===== config.mk =====
export PLATFORM = sky130hd
export DESIGN_NAME = hid_report_table_engine_top
export DESIGN_NICKNAME = d
export VERILOG_FILES = /design/src/sv/hrte_pkg.sv /design/src/sv/hrte_ram.sv /design/src/sv/hid_report_table_engine_top.sv
export SDC_FILE = /design/constraint.sdc
export NUM_CORES = 1
export LEC_CHECK = 0
export BUFFER_PORTS_ARGS = -buffer_cell sky130_fd_sc_hd__buf_2
export CORE_MARGIN = 2
export CORE_UTILIZATION = 55
export DETAILED_ROUTE_END_ITERATION = 10
export PLACE_DENSITY = 0.72
export SYNTH_ARGS = -nofsm -noshare
export SYNTH_HDL_FRONTEND = slang
export SYNTH_SLANG_ARGS = --single-unit

===== constraint.sdc =====
create_clock -name aclk -period 9.85 [get_ports aclk]
set_input_delay 1.4775 -clock aclk [delete_from_list [all_inputs] [get_ports aclk]]
set_output_delay 1.4775 -clock aclk [all_outputs]
set_load 0.05 [all_outputs]

===== src/sv/hrte_pkg.sv =====
package hrte_pkg;

    localparam int MAX_ENTRIES = 16;
    localparam int IDX_W = (MAX_ENTRIES > 1) ? $clog2(MAX_ENTRIES) : 1;
    localparam int CNT_W = $clog2(MAX_ENTRIES + 1);
    // wide enough for both the counter and the saturation limit of the output
    localparam int SAT_W = (CNT_W > 5) ? CNT_W : 5;

    localparam logic [2:0] CMD_CLEAR     = 3'd0;
    localparam logic [2:0] CMD_INSERT    = 3'd1;
    localparam logic [2:0] CMD_LOOKUP    = 3'd2;
    localparam logic [2:0] CMD_LOOKUP_IN = 3'd3;
    localparam logic [2:0] CMD_CANDIDATE = 3'd4;

    localparam logic [1:0] STAT_OK        = 2'd0;
    localparam logic [1:0] STAT_BAD_TYPE  = 2'd1;
    localparam logic [1:0] STAT_FULL      = 2'd2;
    localparam logic [1:0] STAT_NOT_FOUND = 2'd3;

    localparam logic [1:0] TYPE_INPUT   = 2'd1;
    localparam logic [1:0] TYPE_FEATURE = 2'd3;

    typedef struct packed {
        logic [1:0]  rtype;
        logic [7:0]  id;
        logic [7:0]  inst;
        logic [15:0] handle;
        logic        notify;
    } entry_t;

    typedef enum logic [1:0] {
        ST_IDLE,
        ST_SCAN,
        ST_DRAIN,
        ST_RESULT
    } state_t;

endpackage


===== src/sv/hrte_ram.sv =====
module hrte_ram #(
    parameter int WIDTH = 8,
    parameter int DEPTH = 16
) (
    input  logic                                    aclk,
    input  logic                                    we,
    input  logic [((DEPTH > 1) ? $clog2(DEPTH) : 1)-1:0] waddr,
    input  logic [WIDTH-1:0]                        wdata,
    input  logic                                    re,
    input  logic [((DEPTH > 1) ? $clog2(DEPTH) : 1)-1:0] raddr,
    output logic [WIDTH-1:0]                        rdata
);

    logic [WIDTH-1:0] mem [DEPTH];

    always_ff @(posedge aclk) begin
        if (we) begin
            mem[waddr] <= wdata;
        end
        if (re) begin
            rdata <= mem[raddr];
        end
    end

endmodule


===== src/sv/hid_report_table_engine_top.sv =====
// HID report table engine. Each accepted command transaction yields exactly one result
// transaction. Clear, insert and unused commands, and lookups and candidate entries on an
// empty table, go from acceptance straight to the result state, which loads the output
// register once it is free. Otherwise lookups and candidate entries read the stored entries
// from the table memory one per cycle through the single read port of that memory, then
// pass a drain state before the result state. A new command is taken only once the
// previous one has been placed in the output register, which may still be waiting for
// m_ready. Table contents need no clearing pass: only entries below the fill count are
// ever read.
module hid_report_table_engine_top (
    input  logic        aclk,
    input  logic        aresetn,
    input  logic        s_valid,
    output logic        s_ready,
    input  logic [2:0]  s_command,
    input  logic [7:0]  s_report_type,
    input  logic [7:0]  s_report_id,
    input  logic [7:0]  s_instance_req,
    input  logic [15:0] s_value_handle,
    input  logic        s_has_notify,
    input  logic        s_last,
    output logic        m_valid,
    input  logic        m_ready,
    output logic [1:0]  m_status,
    output logic [15:0] m_handle,
    output logic [4:0]  m_usable_inputs,
    output logic        m_conflict,
    output logic        m_verdict_ready
);

    import hrte_pkg::*;

    state_t state_reg, state_next;

    // latched command
    logic [2:0]  cmd_reg;
    logic [7:0]  type_reg;
    logic [7:0]  id_reg;
    logic [7:0]  inst_reg;
    logic [15:0] vh_reg;
    logic        notify_reg;
    logic        last_reg;

    logic [CNT_W-1:0] entry_count_reg;
    logic [CNT_W-1:0] usable_count_reg;
    logic             table_numbered_reg;
    logic             pair_hit_reg;
    logic             cand_numbered_reg;

    logic [IDX_W-1:0] scan_idx_reg;
    logic             rd_pending_reg;
    logic             found_reg;
    logic [15:0]      found_handle_reg;

    logic             m_valid_reg;
    logic [1:0]       m_status_reg;
    logic [15:0]      m_handle_reg;
    logic [4:0]       m_usable_reg;
    logic             m_conflict_reg;
    logic             m_verdict_reg;

    logic   accept;
    logic   out_free;
    logic   is_scan_cmd;
    logic   last_issue;
    logic   ram_re;
    logic   ram_we;
    logic   load_out;
    entry_t ram_rdata;
    entry_t wr_entry;
    logic   hit;

    assign accept      = s_valid && s_ready;
    assign out_free    = !m_valid_reg || m_ready;
    assign is_scan_cmd = (s_command == CMD_LOOKUP) || (s_command == CMD_LOOKUP_IN) ||
                         (s_command == CMD_CANDIDATE);
    assign last_issue  = (CNT_W'(scan_idx_reg) == entry_count_reg - CNT_W'(1));

    // next state
    always_comb begin
        state_next = state_reg;
        case (state_reg)
            ST_IDLE: begin
                if (s_valid) begin
                    if (is_scan_cmd && (entry_count_reg != '0)) begin
                        state_next = ST_SCAN;
                    end else begin
                        state_next = ST_RESULT;
                    end
                end
            end
            ST_SCAN: begin
                if (last_issue) begin
                    state_next = ST_DRAIN;
                end
            end
            ST_DRAIN: begin
                state_next = ST_RESULT;
            end
            ST_RESULT: begin
                if (out_free) begin
                    state_next = ST_IDLE;
                end
            end
            default: begin
                state_next = ST_IDLE;
            end
        endcase
    end

    // control outputs
    always_comb begin
        s_ready  = 1'b0;
        ram_re   = 1'b0;
        load_out = 1'b0;
        case (state_reg)
            ST_IDLE: begin
                s_ready = 1'b1;
            end
            ST_SCAN: begin
                ram_re = 1'b1;
            end
            ST_DRAIN: begin
                ram_re = 1'b0;
            end
            ST_RESULT: begin
                load_out = out_free;
            end
            default: begin
                s_ready = 1'b0;
            end
        endcase
    end

    // compare of the entry read in the previous cycle
    always_comb begin
        hit = (type_reg[7:2] == 6'd0) && (ram_rdata.rtype == type_reg[1:0]) &&
              (ram_rdata.id == id_reg) &&
              ((cmd_reg != CMD_LOOKUP_IN) || (ram_rdata.inst == inst_reg));
    end

    // result and state update
    logic [1:0]       res_status;
    logic [15:0]      res_handle;
    logic             res_conflict;
    logic             res_verdict;
    logic [CNT_W-1:0] entry_count_next;
    logic [CNT_W-1:0] usable_count_next;
    logic             table_numbered_next;
    logic             pair_hit_next;
    logic             cand_numbered_next;
    logic [SAT_W-1:0] usable_ext;
    logic             type_valid;

    assign type_valid = (type_reg[7:2] == 6'd0) && (type_reg[1:0] != 2'd0);

    always_comb begin
        res_status          = STAT_OK;
        res_handle          = 16'd0;
        res_conflict        = 1'b0;
        res_verdict         = 1'b0;
        entry_count_next    = entry_count_reg;
        usable_count_next   = usable_count_reg;
        table_numbered_next = table_numbered_reg;
        pair_hit_next       = pair_hit_reg;
        cand_numbered_next  = cand_numbered_reg;
        ram_we              = 1'b0;
        case (cmd_reg)
            CMD_CLEAR: begin
                entry_count_next    = '0;
                usable_count_next   = '0;
                table_numbered_next = 1'b0;
                pair_hit_next       = 1'b0;
                cand_numbered_next  = 1'b0;
            end
            CMD_INSERT: begin
                if (!type_valid) begin
                    res_status = STAT_BAD_TYPE;
                end else if (entry_count_reg >= CNT_W'(MAX_ENTRIES)) begin
                    res_status = STAT_FULL;
                end else begin
                    ram_we           = load_out;
                    entry_count_next = entry_count_reg + CNT_W'(1);
                    if (id_reg != 8'd0) begin
                        table_numbered_next = 1'b1;
                    end
                    if ((type_reg[1:0] == TYPE_INPUT) && notify_reg) begin
                        usable_count_next = usable_count_reg + CNT_W'(1);
                    end
                end
            end
            CMD_LOOKUP, CMD_LOOKUP_IN: begin
                if (found_reg) begin
                    res_handle = found_handle_reg;
                end else begin
                    res_status = STAT_NOT_FOUND;
                end
            end
            CMD_CANDIDATE: begin
                pair_hit_next      = pair_hit_reg || found_reg;
                cand_numbered_next = cand_numbered_reg || (id_reg != 8'd0);
                if (last_reg) begin
                    res_verdict  = 1'b1;
                    res_conflict = (entry_count_reg != '0) &&
                                   (pair_hit_next ||
                                    (table_numbered_reg != cand_numbered_next));
                    pair_hit_next      = 1'b0;
                    cand_numbered_next = 1'b0;
                end
            end
            default: begin
                res_status = STAT_OK;
            end
        endcase
        usable_ext = SAT_W'(usable_count_next);
    end

    assign wr_entry = '{rtype:  type_reg[1:0],
                        id:     id_reg,
                        inst:   inst_reg,
                        handle: vh_reg,
                        notify: notify_reg};

    hrte_ram #(
        .WIDTH ($bits(entry_t)),
        .DEPTH (MAX_ENTRIES)
    ) u_table (
        .aclk  (aclk),
        .we    (ram_we),
        .waddr (entry_count_reg[IDX_W-1:0]),
        .wdata (wr_entry),
        .re    (ram_re),
        .raddr (scan_idx_reg),
        .rdata (ram_rdata)
    );

    always_ff @(posedge aclk) begin
        if (!aresetn) begin
            state_reg          <= ST_IDLE;
            entry_count_reg    <= '0;
            usable_count_reg   <= '0;
            table_numbered_reg <= 1'b0;
            pair_hit_reg       <= 1'b0;
            cand_numbered_reg  <= 1'b0;
            rd_pending_reg     <= 1'b0;
            found_reg          <= 1'b0;
            scan_idx_reg       <= '0;
            m_valid_reg        <= 1'b0;
        end else begin
            state_reg      <= state_next;
            rd_pending_reg <= ram_re;

            if (accept) begin
                found_reg    <= 1'b0;
                scan_idx_reg <= '0;
            end else if (ram_re) begin
                scan_idx_reg <= scan_idx_reg + IDX_W'(1);
            end

            // first match in insertion order wins
            if (rd_pending_reg && hit && !found_reg) begin
                found_reg <= 1'b1;
            end

            if (load_out) begin
                entry_count_reg    <= entry_count_next;
                usable_count_reg   <= usable_count_next;
                table_numbered_reg <= table_numbered_next;
                pair_hit_reg       <= pair_hit_next;
                cand_numbered_reg  <= cand_numbered_next;
            end

            if (load_out) begin
                m_valid_reg <= 1'b1;
            end else if (m_ready) begin
                m_valid_reg <= 1'b0;
            end
        end
    end

    // payload registers
    always_ff @(posedge aclk) begin
        if (accept) begin
            cmd_reg    <= s_command;
            type_reg   <= s_report_type;
            id_reg     <= s_report_id;
            inst_reg   <= s_instance_req;
            vh_reg     <= s_value_handle;
            notify_reg <= s_has_notify;
            last_reg   <= s_last;
        end
        if (rd_pending_reg && hit && !found_reg) begin
            found_handle_reg <= ram_rdata.handle;
        end
        if (load_out) begin
            m_status_reg   <= res_status;
            m_handle_reg   <= res_handle;
            m_usable_reg   <= (usable_ext > SAT_W'(31)) ? 5'd31 : usable_ext[4:0];
            m_conflict_reg <= res_conflict;
            m_verdict_reg  <= res_verdict;
        end
    end

    assign m_valid         = m_valid_reg;
    assign m_status        = m_status_reg;
    assign m_handle        = m_handle_reg;
    assign m_usable_inputs = m_usable_reg;
    assign m_conflict      = m_conflict_reg;
    assign m_verdict_ready = m_verdict_reg;

endmodule

==> metrics.txt <==
TritonCTS buffer count=just under 70; Synth area leader=edfxtp_1; post-synthesis sequential area ratio=between 70% and 80%; Initial DRC Count=about 1100; CP required=10.07 ns; Setup CP Type=input pin to flop; # nets final=between 1000 and 1500; GRT Total Usage=about a fifth; dpl cell area=0.0271 mm2; ys flop type=edfxtp_1; power density over cell area=about 230 mW/mm2; count leader, synth=edfxtp_1; Worst EP arrival=4.46 ns; chip width=about 220 um; Period minus WS final=roughly 4.2 ns; register area=0.0204 mm2; Post-synth EDFFs=~660; met2 Use GR=32.9%; Leak=9.10 nW; setup TNS=0 ns; Ports=76; fin util=a little over three fifths; # placed instances=1784; r2r setup slk=5.65 ns; simple-gate share of the synthesized area=approximately 2.6%; Most flops, register=u_table.mem; compound-gate portion of the synthesized area=between 1 and 1.5%; syn nets=approximately 1200; type of the worst min-delay path=flop to flop; synthesis-to-layout area growth=13.0%; initial antenna violation count=2; grt ovf=0; Post-Synth Adder-Cell Area=0.532%; Worst-Skew Late Latency=0.59 ns; Synth async-reset ratio=0%; worst-case clock buffer depth=3; largest family of logic cells by synthesized area=multiplexers; per-cell routed wire length=approximately 26 um; Peak VDD IR=0.185 mV; Multi-input gate area=between 0.005 and 0.006 mm2; Max Slew Vio Count=0; vias per inst=~6; Routed Antenna Nets=0; hold_buf cts=0; Final period util=between 40% and 50%; Synth Cell Area=0.0259 mm2; CTS tree=done; Final GP Congestion=approximately 0.86; met3 usage=roughly 4%; depth of the CTS H-tree=3; Clock transition at path regs=approximately 0.05 ns; critical path startpoint category=input pin; die height=around 220 um; Largest regs=u_table.mem: 544 flops, u_table.rdata: 34 flops; vias=around 12000; status=finished, final reports clean; first-pass iteration count of the detailed router=6; Max Clock Skew=~0.022 ns; largest net degree at the start of global routing=116; critical path fanouts, max=23; YS warnings=0; Die ar.=about 0.049 mm2; Synth cell types=53; final cell count without fillers=between 1500 and 2000; max reg flops=544; WL final=49000 um; Root Buffer Master=clkbuf_16; top cells by count, synth=edfxtp_1, mux4_2, nor2_1; Seq cells post-synth=~690; Hold Vio Cnt, Final=0; # diodes=0; number of global-route vias before repair=~12000; CP endpoint kind=flop; FP Rows=about 80; RSZ-0062 raised after global routing=no; global-route wire length before repair=between 70000 and 80000 um; Yosys top cell area share=77.1%; mux cell area share after synthesis=between 10% and 20%; clk sinks=686; XOR/XNOR Fraction of Synth Area=less than 1%; Slew @ Worst Pin=~1.1 ns; Post-CTS Resized=0; # DRC=0; area of the core=~0.046 mm2; main area contributors after synthesis=edfxtp_1, mux4_2, dfxtp_1; final-report setup violation count=0; design area=between 0.02 and 0.03 mm2; # fillers=between 3000 and 4000; Initial Utilization=~56%; port bufs=75; met1 usage in global routing=just under 30%; Fmax=~240 MHz; mean area per synthesized cell=approximately 23 um2; grt peak-use layer=met2; layout cells sized above 1=~30%; DP Wirelength=about 27000 um; Slew headroom=roughly 24%; Syn Inst Count=roughly 1100; post-CTS setup buffers=0; Max-Cap Viols=0
stage by stage:
stage | power (mW) | setup slack [ns] | hold slack [ns]
global placement | 4.36 | 5.10 | 0.401
detailed placement | 4.38 | 4.84 | 0.405
floorplan | 4.14 | 4.79 | 0.400
finish | 6.72 | 5.60 | 0.417
CTS | 6.80 | 5.46 | 0.418
global route | 6.98 | 5.40 | 0.440
worst max-delay path, stage by stage:
cell,delay (ns)
buf_2,0.08
nand2b_1,0.12
nand2_1,0.31
nor4_2,0.59
nand2_1,0.35
nor3_2,0.93
buf_4,0.56
layout make-up:
class / instances / area share, %
clock buffers: 92 / 6.34
multi-input cells: 380 / 18.4
flip-flops and latches: 686 / 69.8
inverters: 10 / 0.128
well taps: 607 / 2.60
repair buffers: 101 / 1.99
clock inverters: 32 / 0.771
cells by family (layout without fill, tap and decap cells):
| family | Yosys count | in the layout |
|---|---|---|
| AND/OR/NAND/NOR | 127 | 127 |
| multiplexers | 178 | 178 |
| XOR/XNOR | 28 | 28 |
| buffers and inverters | 60 | 235 |
| adder cells (fa/ha/maj) | 11 | 11 |
| AO/OA/AOI/OAI | 36 | 36 |
| flip-flops | 686 | 686 |
power breakdown:
| group | total, mW | internal, mW | switching, mW |
|---|---|---|---|
| sequential | 3.63 | 3.45 | 0.185 |
| combinational | 0.669 | 0.313 | 0.356 |
| clock | 2.42 | 1.38 | 1.04 |
| total | 6.72 | 5.14 | 1.58 |
worst paths after layout:
| path | startpoint | endpoint | depth (start not counted) |
|---|---|---|---|
| worst min-delay path | u_table.rdata[7] | found_handle_reg[6] | 0 |
| worst min register to register | u_table.rdata[7] | found_handle_reg[6] | 0 |
| worst max register to register | type_reg[3] | u_table.mem[3][13] | 6 |
| worst max-delay path | m_ready | u_table.mem[3][13] | 7 |
cells in the final DEF (no fill, tap or decap), types with 6 or more instances in the layout:
cell type / n
a21oi_1: 7
and3_1: 20
buf_2: 75
buf_4: 25
clkbuf_1: 20
clkbuf_16: 70
clkinv_1: 12
clkinv_2: 12
dfxtp_1: 18
edfxtp_1: 664
ha_1: 10
inv_1: 10
mux2i_1: 6
mux4_2: 170
nand2_1: 21
nor2_1: 24
nor2_4: 12
nor3_1: 9
nor4_1: 6
xnor2_1: 10
xor2_1: 18
routing by layer:
| metal | routed length, um | part of all wire, % | vias up |
|---|---|---|---|
| met2 | 24100 | 49 | 388 |
| met3 | 3210 | 6.6 | 68 |
| met1 | 20800 | 43 | 6136 |
| met4 | 807 | 1.6 | 0 |
| li1 | - | - | 4983 |
| met5 | 0 | 0 | - |
Power figures use the tool's default switching activity.
